==> src/rtl/psq_pkg.sv <==
// Shared types, constants and the control program of the pitch scale quantizer.
package psq_pkg;

    localparam int PitchW    = 24;                 // input pitch width
    localparam int OutW      = 17;                 // snapped pitch width
    localparam int RoundW    = 17;                 // rounded integer pitch
    localparam int MagW      = 16;                 // magnitude of rounded pitch
    localparam int DivW      = 8;                  // divisions register
    localparam int CountW    = 5;                  // step_count register
    localparam int StepsW    = 48;                 // steps_low / steps_high
    localparam int StepW     = 6;                  // one step size
    localparam int MaxSteps  = 16;
    localparam int IdxW      = $clog2(MaxSteps + 1);
    localparam int BoundW    = 10;                 // cumulative boundary
    localparam int CfgIdxW   = 2;
    localparam int CfgDataW  = 48;
    localparam int SDataW    = 24;
    localparam int MDataW    = 24;
    localparam int PcW       = 3;
    localparam int DivCntW   = $clog2(MagW);

    // configuration register indexes
    localparam logic [CfgIdxW-1:0] REG_DIVISIONS  = 2'd0;
    localparam logic [CfgIdxW-1:0] REG_STEP_COUNT = 2'd1;
    localparam logic [CfgIdxW-1:0] REG_STEPS_LOW  = 2'd2;
    localparam logic [CfgIdxW-1:0] REG_STEPS_HIGH = 2'd3;

    localparam logic [DivW-1:0]   DivisionsRst = 8'd12;
    localparam logic [CountW-1:0] StepCountRst = 5'd7;
    localparam logic [StepsW-1:0] StepsLowRst  = 48'd70901043330;
    localparam logic [StepsW-1:0] StepsHighRst = 48'd0;

    // program counter values
    localparam logic [PcW-1:0] PC_WAIT = 3'd0;
    localparam logic [PcW-1:0] PC_DIV  = 3'd1;
    localparam logic [PcW-1:0] PC_FIX  = 3'd2;
    localparam logic [PcW-1:0] PC_WALK = 3'd3;
    localparam logic [PcW-1:0] PC_OUT  = 3'd4;
    localparam logic [PcW-1:0] PC_BACK = 3'd5;

    typedef enum logic [2:0] {
        C_NEVER,
        C_NO_IN,
        C_DIV_MORE,
        C_WALK_MORE,
        C_OUT_BUSY,
        C_ALWAYS
    } cond_t;

    typedef struct packed {
        logic ld_in;
        logic div_step;
        logic fix_rem;
        logic walk_step;
        logic ld_out;
    } ops_t;

    typedef struct packed {
        ops_t             ops;
        cond_t            cond;
        logic [PcW-1:0]   target;
    } ctrl_word_t;

    // Microcode ROM: jump to target when cond holds, else fall through.
    function automatic ctrl_word_t ucode_rom(input logic [PcW-1:0] pc);
        ctrl_word_t cw;
        cw = '{ops: '0, cond: C_ALWAYS, target: PC_WAIT};
        case (pc)
            PC_WAIT: begin
                cw.ops.ld_in = 1'b1;
                cw.cond      = C_NO_IN;
                cw.target    = PC_WAIT;
            end
            PC_DIV: begin
                cw.ops.div_step = 1'b1;
                cw.cond         = C_DIV_MORE;
                cw.target       = PC_DIV;
            end
            PC_FIX: begin
                cw.ops.fix_rem = 1'b1;
                cw.cond        = C_NEVER;
            end
            PC_WALK: begin
                cw.ops.walk_step = 1'b1;
                cw.cond          = C_WALK_MORE;
                cw.target        = PC_WALK;
            end
            PC_OUT: begin
                cw.ops.ld_out = 1'b1;
                cw.cond       = C_OUT_BUSY;
                cw.target     = PC_OUT;
            end
            default: begin
                cw.cond   = C_ALWAYS;
                cw.target = PC_WAIT;
            end
        endcase
        return cw;
    endfunction

    // Pick step idx out of the two packed step registers.
    function automatic logic [StepW-1:0] step_size(input logic [StepsW-1:0] lo_word,
                                                   input logic [StepsW-1:0] hi_word,
                                                   input logic [3:0] idx);
        logic [StepsW-1:0] word;
        word = idx[3] ? hi_word : lo_word;
        return word[StepW*idx[2:0] +: StepW];
    endfunction

endpackage

==> src/rtl/pitch_scale_quantizer_unit.sv <==
// Pitch scale quantizer: microcoded sequencer that snaps a pitch to a scale degree.
// Each item runs 16 divide steps, one fixup, 1 to 17 scale walk steps and one output load;
// a new beat is accepted only once the sequencer is back at its wait step. The pace is set
// by the one-bit-per-cycle remainder loop and the serial walk over the step sizes.
// A finished result waits in the output register while the next beat is accepted.
// Reset (aresetn low, synchronous) returns the sequencer to its wait step, drops m_tvalid
// and loads the configuration registers with their default C major scale.
module pitch_scale_quantizer_unit (
    input  logic                          aclk,
    input  logic                          aresetn,
    // configuration write port
    input  logic                          cfg_wr_en,
    input  logic [psq_pkg::CfgIdxW-1:0]   cfg_index,
    input  logic [psq_pkg::CfgDataW-1:0]  cfg_wr_data,
    // input stream
    input  logic                          s_tvalid,
    output logic                          s_tready,
    input  logic [psq_pkg::SDataW-1:0]    s_tdata,   // [23:0] pitch_in
    // result stream
    output logic                          m_tvalid,
    input  logic                          m_tready,
    output logic [psq_pkg::MDataW-1:0]    m_tdata    // [16:0] pitch_out, [23:17] zero
);
    import psq_pkg::*;

    // ---------------- configuration registers ----------------
    logic [DivW-1:0]   divisions_reg;
    logic [CountW-1:0] step_count_reg;
    logic [StepsW-1:0] steps_low_reg;
    logic [StepsW-1:0] steps_high_reg;

    always_ff @(posedge aclk) begin
        if (!aresetn) begin
            divisions_reg  <= DivisionsRst;
            step_count_reg <= StepCountRst;
            steps_low_reg  <= StepsLowRst;
            steps_high_reg <= StepsHighRst;
        end else if (cfg_wr_en) begin
            case (cfg_index)
                REG_DIVISIONS:  divisions_reg  <= cfg_wr_data[DivW-1:0];
                REG_STEP_COUNT: step_count_reg <= cfg_wr_data[CountW-1:0];
                REG_STEPS_LOW:  steps_low_reg  <= cfg_wr_data[StepsW-1:0];
                REG_STEPS_HIGH: steps_high_reg <= cfg_wr_data[StepsW-1:0];
                default: ;
            endcase
        end
    end

    // Zero divisions acts as one; oversized step counts clamp to the table size.
    logic [DivW-1:0]   dvs;
    logic [IdxW-1:0]   n_steps;
    assign dvs     = (divisions_reg == '0) ? DivW'(1) : divisions_reg;
    assign n_steps = (step_count_reg > CountW'(MaxSteps)) ? IdxW'(MaxSteps)
                                                          : IdxW'(step_count_reg);

    // ---------------- sequencer ----------------
    logic [PcW-1:0] pc_reg, pc_next;
    ctrl_word_t     cw;
    logic           take_jump;

    // ---------------- datapath registers ----------------
    logic signed [RoundW-1:0] round_reg;     // rounded integer pitch
    logic                     neg_reg;       // rounded pitch below zero
    logic [MagW-1:0]          dvd_reg;       // dividend bits, MSB first
    logic [DivW-1:0]          rem_reg;       // partial remainder of |R| / d
    logic [DivCntW-1:0]       cnt_reg;       // divide steps left after the current one
    logic [BoundW-1:0]        m_reg;         // remainder, later snapped degree
    logic signed [RoundW:0]   base_reg;      // R minus the wrapped remainder
    logic [BoundW-1:0]        lo_reg;        // lower boundary of current step
    logic [IdxW-1:0]          idx_reg;       // step index of the walk
    logic [OutW-1:0]          out_reg;
    logic                     m_valid_reg;

    // input rounding: floor((p + 128) / 256)
    logic signed [PitchW:0]   p_biased;
    logic signed [RoundW-1:0] round_in;
    logic [RoundW-1:0]        round_abs;
    assign p_biased  = $signed({s_tdata[PitchW-1], s_tdata[PitchW-1:0]})
                     + (PitchW+1)'(128);
    assign round_in  = RoundW'(p_biased >>> 8);
    assign round_abs = round_in[RoundW-1] ? RoundW'(-round_in) : RoundW'(round_in);

    // restoring divide step
    logic [DivW:0] rem_shift;
    logic          rem_ge;
    assign rem_shift = {rem_reg, dvd_reg[MagW-1]};
    assign rem_ge    = rem_shift >= {1'b0, dvs};

    // floor-mod fixup for negative pitches
    logic [DivW-1:0] m_wrapped;
    assign m_wrapped = (neg_reg && rem_reg != '0) ? DivW'(dvs - rem_reg) : rem_reg;

    // scale walk
    logic [StepW-1:0]  dia;
    logic [BoundW-1:0] hi;
    logic              in_range;
    logic              below_hi;
    logic              snap_low;
    logic              walk_more;
    assign dia       = step_size(steps_low_reg, steps_high_reg, idx_reg[3:0]);
    assign hi        = lo_reg + BoundW'(dia);
    assign in_range  = idx_reg < n_steps;
    assign below_hi  = m_reg < hi;
    assign snap_low  = {m_reg, 1'b0} < ({lo_reg, 1'b0} + (BoundW+1)'(dia));
    assign walk_more = in_range && !below_hi;

    logic out_free;
    assign out_free = !m_valid_reg || m_tready;

    assign cw       = ucode_rom(pc_reg);
    assign s_tready = cw.ops.ld_in;

    always_comb begin
        case (cw.cond)
            C_NEVER:     take_jump = 1'b0;
            C_NO_IN:     take_jump = !s_tvalid;
            C_DIV_MORE:  take_jump = cnt_reg != '0;
            C_WALK_MORE: take_jump = walk_more;
            C_OUT_BUSY:  take_jump = !out_free;
            C_ALWAYS:    take_jump = 1'b1;
            default:     take_jump = 1'b0;
        endcase
        pc_next = take_jump ? cw.target : PcW'(pc_reg + PcW'(1));
    end

    always_ff @(posedge aclk) begin
        if (!aresetn) begin
            pc_reg      <= PC_WAIT;
            m_valid_reg <= 1'b0;
        end else begin
            pc_reg <= pc_next;
            if (cw.ops.ld_out && out_free) begin
                m_valid_reg <= 1'b1;
            end else if (m_tready) begin
                m_valid_reg <= 1'b0;
            end
        end
    end

    // payload registers, no reset
    always_ff @(posedge aclk) begin
        if (cw.ops.ld_in && s_tvalid) begin
            round_reg <= round_in;
            neg_reg   <= round_in[RoundW-1];
            dvd_reg   <= round_abs[MagW-1:0];
            rem_reg   <= '0;
            cnt_reg   <= DivCntW'(MagW - 1);
        end
        if (cw.ops.div_step) begin
            // shift one dividend bit in, subtract when it fits
            rem_reg <= rem_ge ? DivW'(rem_shift - {1'b0, dvs}) : rem_shift[DivW-1:0];
            dvd_reg <= {dvd_reg[MagW-2:0], 1'b0};
            cnt_reg <= cnt_reg - DivCntW'(1);
        end
        if (cw.ops.fix_rem) begin
            m_reg    <= BoundW'(m_wrapped);
            base_reg <= (RoundW+1)'(round_reg) - $signed({{(RoundW+1-DivW){1'b0}}, m_wrapped});
            lo_reg   <= '0;
            idx_reg  <= '0;
        end
        if (cw.ops.walk_step && in_range) begin
            if (below_hi) begin
                // snap to the nearer boundary, halves go up
                m_reg <= snap_low ? lo_reg : hi;
            end else begin
                lo_reg  <= hi;
                idx_reg <= idx_reg + IdxW'(1);
            end
        end
        if (cw.ops.ld_out && out_free) begin
            out_reg <= OutW'(base_reg + $signed({{(RoundW+1-BoundW){1'b0}}, m_reg}));
        end
    end

    assign m_tvalid = m_valid_reg;
    assign m_tdata  = {{(MDataW-OutW){1'b0}}, out_reg};

    // ---------------- assertions ----------------
    a_accept_starts_div: assert property (@(posedge aclk) disable iff (!aresetn)
        (s_tvalid && s_tready) |=> pc_reg == PC_DIV)
        else $error("accepted beat did not start the divide loop");

    a_rem_below_div: assert property (@(posedge aclk) disable iff (!aresetn)
        (pc_reg == PC_FIX) |-> rem_reg < dvs)
        else $error("remainder not below divisions after divide loop");

    a_valid_from_out: assert property (@(posedge aclk) disable iff (!aresetn)
        $rose(m_tvalid) |-> $past(pc_reg) == PC_OUT)
        else $error("result raised outside the output step");

    a_walk_bounded: assert property (@(posedge aclk) disable iff (!aresetn)
        (pc_reg == PC_WALK) |-> idx_reg <= n_steps)
        else $error("scale walk ran past the step count");

    a_no_accept_busy: assert property (@(posedge aclk) disable iff (!aresetn)
        (pc_reg != PC_WAIT) |-> !s_tready)
        else $error("input ready while an item is in flight");

endmodule
==> config.mk <==
export PLATFORM = sky130hd
export DESIGN_NAME = pitch_scale_quantizer_unit
export DESIGN_NICKNAME = d
export VERILOG_FILES = /design/src/rtl/psq_pkg.sv /design/src/rtl/pitch_scale_quantizer_unit.sv
export SDC_FILE = /design/constraint.sdc
export NUM_CORES = 1
export LEC_CHECK = 0
export BUFFER_PORTS_ARGS = -buffer_cell sky130_fd_sc_hd__buf_2
export CORE_MARGIN = 2
export CORE_UTILIZATION = 50
export CTS_BUF_LIST = sky130_fd_sc_hd__clkbuf_16
export DETAILED_ROUTE_END_ITERATION = 10
export PLACE_DENSITY = 0.8
export SYNTH_ARGS = -nofsm -noshare
export SYNTH_HDL_FRONTEND = slang
export SYNTH_SLANG_ARGS = --single-unit
export TNS_END_PERCENT = 10
==> constraint.sdc <==
create_clock -name aclk -period 11.3 [get_ports aclk]
set_input_delay 2.26 -clock aclk [delete_from_list [all_inputs] [get_ports aclk]]
set_output_delay 2.26 -clock aclk [all_outputs]
set_load 0.02 [all_outputs]
==> impl_metrics.json <==
{
  "status": "finished clean",
  "coreArea_sq_um": 24300,
  "synth_edf_count": 78,
  "grt_start_max_net_pins": 114,
  "gp_congestion": 0.864,
  "yosys.area.top_type": "dfxtp_1",
  "drt_iter0_drc": 667,
  "die_y_microns": 162,
  "num_io_pins": 105,
  "synth_compound_area_share_pct": 14.8,
  "track_usage_pct": 20.7,
  "synth_top_family_by_area": "simple AND/OR/NAND/NOR gates",
  "cts_buffers": 24,
  "grt_pass1_wl_mm": 44.9,
  "post_cts_buffers": 0,
  "synth_top_flop_cell": "dfxtp_1",
  "rsz0062_at_grt": "false",
  "insertion_delay_ps": 510,
  "p_comb_share_pct": 37.5,
  "crit_arrival_ps": 6090,
  "overflow": 0,
  "clock_skew_ps": 10.2,
  "worst-slew-pin-transition_ps": 1180,
  "clock-sinks": 217,
  "critical_path_class": "flop to flop",
  "fmax_mhz": 175,
  "final_hold_viol_count": 0,
  "whs_ps": 463,
  "powerDensity_nw_per_um2": 221,
  "cap_violations": 0,
  "yosys-top-cells-count": "nand2_1, dfxtp_1, a21boi_0",
  "p_sw_mw": 1.08,
  "slew_viol_final": 0,
  "cp-start-kind": "flop",
  "ctsHoldBuffers": 0,
  "synth_area_leaders": "dfxtp_1, edfxtp_1, nand2_1",
  "syn2layout_area_growth_pct": 12.1,
  "min_period_over_period_pct": 50.6,
  "avgSynthCellArea_sq_um": 9.39,
  "cts_buffer_depth": 3,
  "min_path_cells": 2,
  "p_leak_nw": 5.49,
  "start_util_pct": 51.1,
  "ant_nets": 0,
  "async_reset_ff_share_pct": 0,
  "yosysWarningCount": 0,
  "synthXorXnorAreaFrac_pct": 5.93,
  "cts-resized-gates": 0,
  "layout-drive-gt1-share_pct": 13.2,
  "end_kind": "flop",
  "wirelength_mm": 27.1,
  "syn_inst": 1322,
  "die_area_sq_um": 26100,
  "ff2ff_path_depth": 20,
  "clockRootBuffer": "clkbuf_16",
  "slew_headroom_pct": 21.2,
  "postPlaceCellArea_sq_um": 13100,
  "cts.clk_slew.worst_paths_ps": 60,
  "cp_data_required_time_ps": 11670,
  "wire_per_inst_microns": 15.7,
  "vias": 9564,
  "seq_power_share_pct": 36.0,
  "grt_pass1_vias": 9294,
  "finalCriticalPeriod_ps": 5720,
  "power_switching_share_pct": 35.2,
  "synth.distinct_cells": 68,
  "p_int_mw": 1.99,
  "synthSimpleGateAreaFrac_pct": 17.1,
  "synth-seq-area-share_pct": 41.3,
  "setup_ws_ps": 5580,
  "fp-row-count": 57,
  "crit_fanout": 29,
  "hp-class": "flop to flop",
  "chipWidth_microns": 162,
  "hpwlAfterDp_mm": 19.1,
  "fin_nets": 1545,
  "io_buffers": 90,
  "finalSetupViolCount": 0,
  "drc": 0,
  "synth_mux_area_share_pct": 7.66,
  "netlist_area_sq_um": 12400,
  "total_power_mw": 3.07,
  "cts_tree": "built",
  "htreeDepth": 1,
  "first_pass_iters": 5,
  "antenna_found_initial": 1,
  "synth_most_common_cell": "nand2_1",
  "synth_fa_ha_area_share_pct": 8.73,
  "clockPowerShare_pct": 26.5,
  "final_area_sq_um": 13900,
  "ir_drop_mv": 0.122,
  "dp_slack_ps": 5650,
  "setup_tns_ps": 0,
  "vias_per_cell": 5.55,
  "synth_top_area_share_pct": 22.4,
  "ys_ff_latch": 217
}
[per-layer routing]
metal | routed length (microns) | vias to the layer above | track usage [%]
li1 | - | 4731 | -
met4 | 499 | 0 | 5.60
met1 | 12100 | 4542 | 27.7
met2 | 13100 | 241 | 35.1
met5 | 0 | - | 0
met3 | 1470 | 50 | 3.13
[power groups by stage]
| stage | Combinational (mW) | Clock, mW | Sequential [mW] |
|---|---|---|---|
| after floorplan | 0.903 | 0 | 1.08 |
| after global placement | 1.09 | 0 | 1.11 |
| after detailed placement | 1.14 | 0 | 1.12 |
| after CTS | 1.15 | 0.821 | 1.10 |
| after global routing | 1.30 | 0.856 | 1.12 |
| final | 1.15 | 0.813 | 1.11 |
[stage by stage]
step	utilization (%)	instances
5_1_grt	57.2	1723
2_1_floorplan	-	1328
4_1_cts	57.2	1723
3_3_place_gp	53.8	1681
6_report	57.2	1724
3_5_place_dp	53.8	1681
[layout by cell type, fill, tap and decap left out, types with 7 or more instances in the layout]
cell type	n
clkbuf_16	27
and2_1	8
a31oi_1	7
inv_1	67
a21boi_0	97
a22o_1	11
xor2_1	36
nor2_1	66
and3_1	7
o31ai_1	9
conb_1	7
buf_4	13
mux2i_1	20
dfxtp_1	138
nand2_1	261
xnor2_1	48
buf_2	90
o21ai_0	48
a21oi_1	43
nand4_1	7
a21o_1	12
nor3_1	14
edfxtp_1	78
nand3_1	45
nor2b_1	26
ha_1	77
mux4_2	28
[area by class of cell]
type / instances / area, sq um
Clock buffer: 27 / 676
Inverter: 62 / 233
Clock inverter: 15 / 153
Sequential cell: 217 / 5130
Tap cell: 324 / 405
Antenna cell: 1 / 2.50
Multi-Input combinational cell: 975 / 6770
Fill cell: 2101 / 10400
Timing Repair Buffer: 103 / 548
[worst max-delay path, cell delays in order (launching register included)]
cell	delay [ps]
dfxtp_2	310
buf_4	440
mux4_1	670
mux4_2	540
ha_1	240
fa_1	410
a21o_1	180
a21oi_1	210
nand2b_1	150
a21oi_1	140
nor2b_1	200
xnor2_1	130
ha_1	290
and4_1	220
nand3_1	100
a211o_1	100
nand2_1	70
nor2_1	190
nand3_1	540
o211ai_1	300
o31ai_1	110
[final timing paths]
path,start,endpoint,slack (ps)
worst min register to register,steps_high_reg[38],steps_high_reg[38],460
worst min-delay path,steps_high_reg[38],steps_high_reg[38],460
worst max-delay path,idx_reg[0],m_reg[2],5580
worst max register to register,idx_reg[0],m_reg[2],5580
[logic make-up after synthesis]
family / after synthesis
AO/OA/AOI/OAI: 270
XOR/XNOR: 84
adder cells (fa/ha/maj): 83
buffers and inverters: 136
flip-flops: 217
multiplexers: 56
other: 1
AND/OR/NAND/NOR: 475
Note: power is estimated with default switching activity, not from simulation.
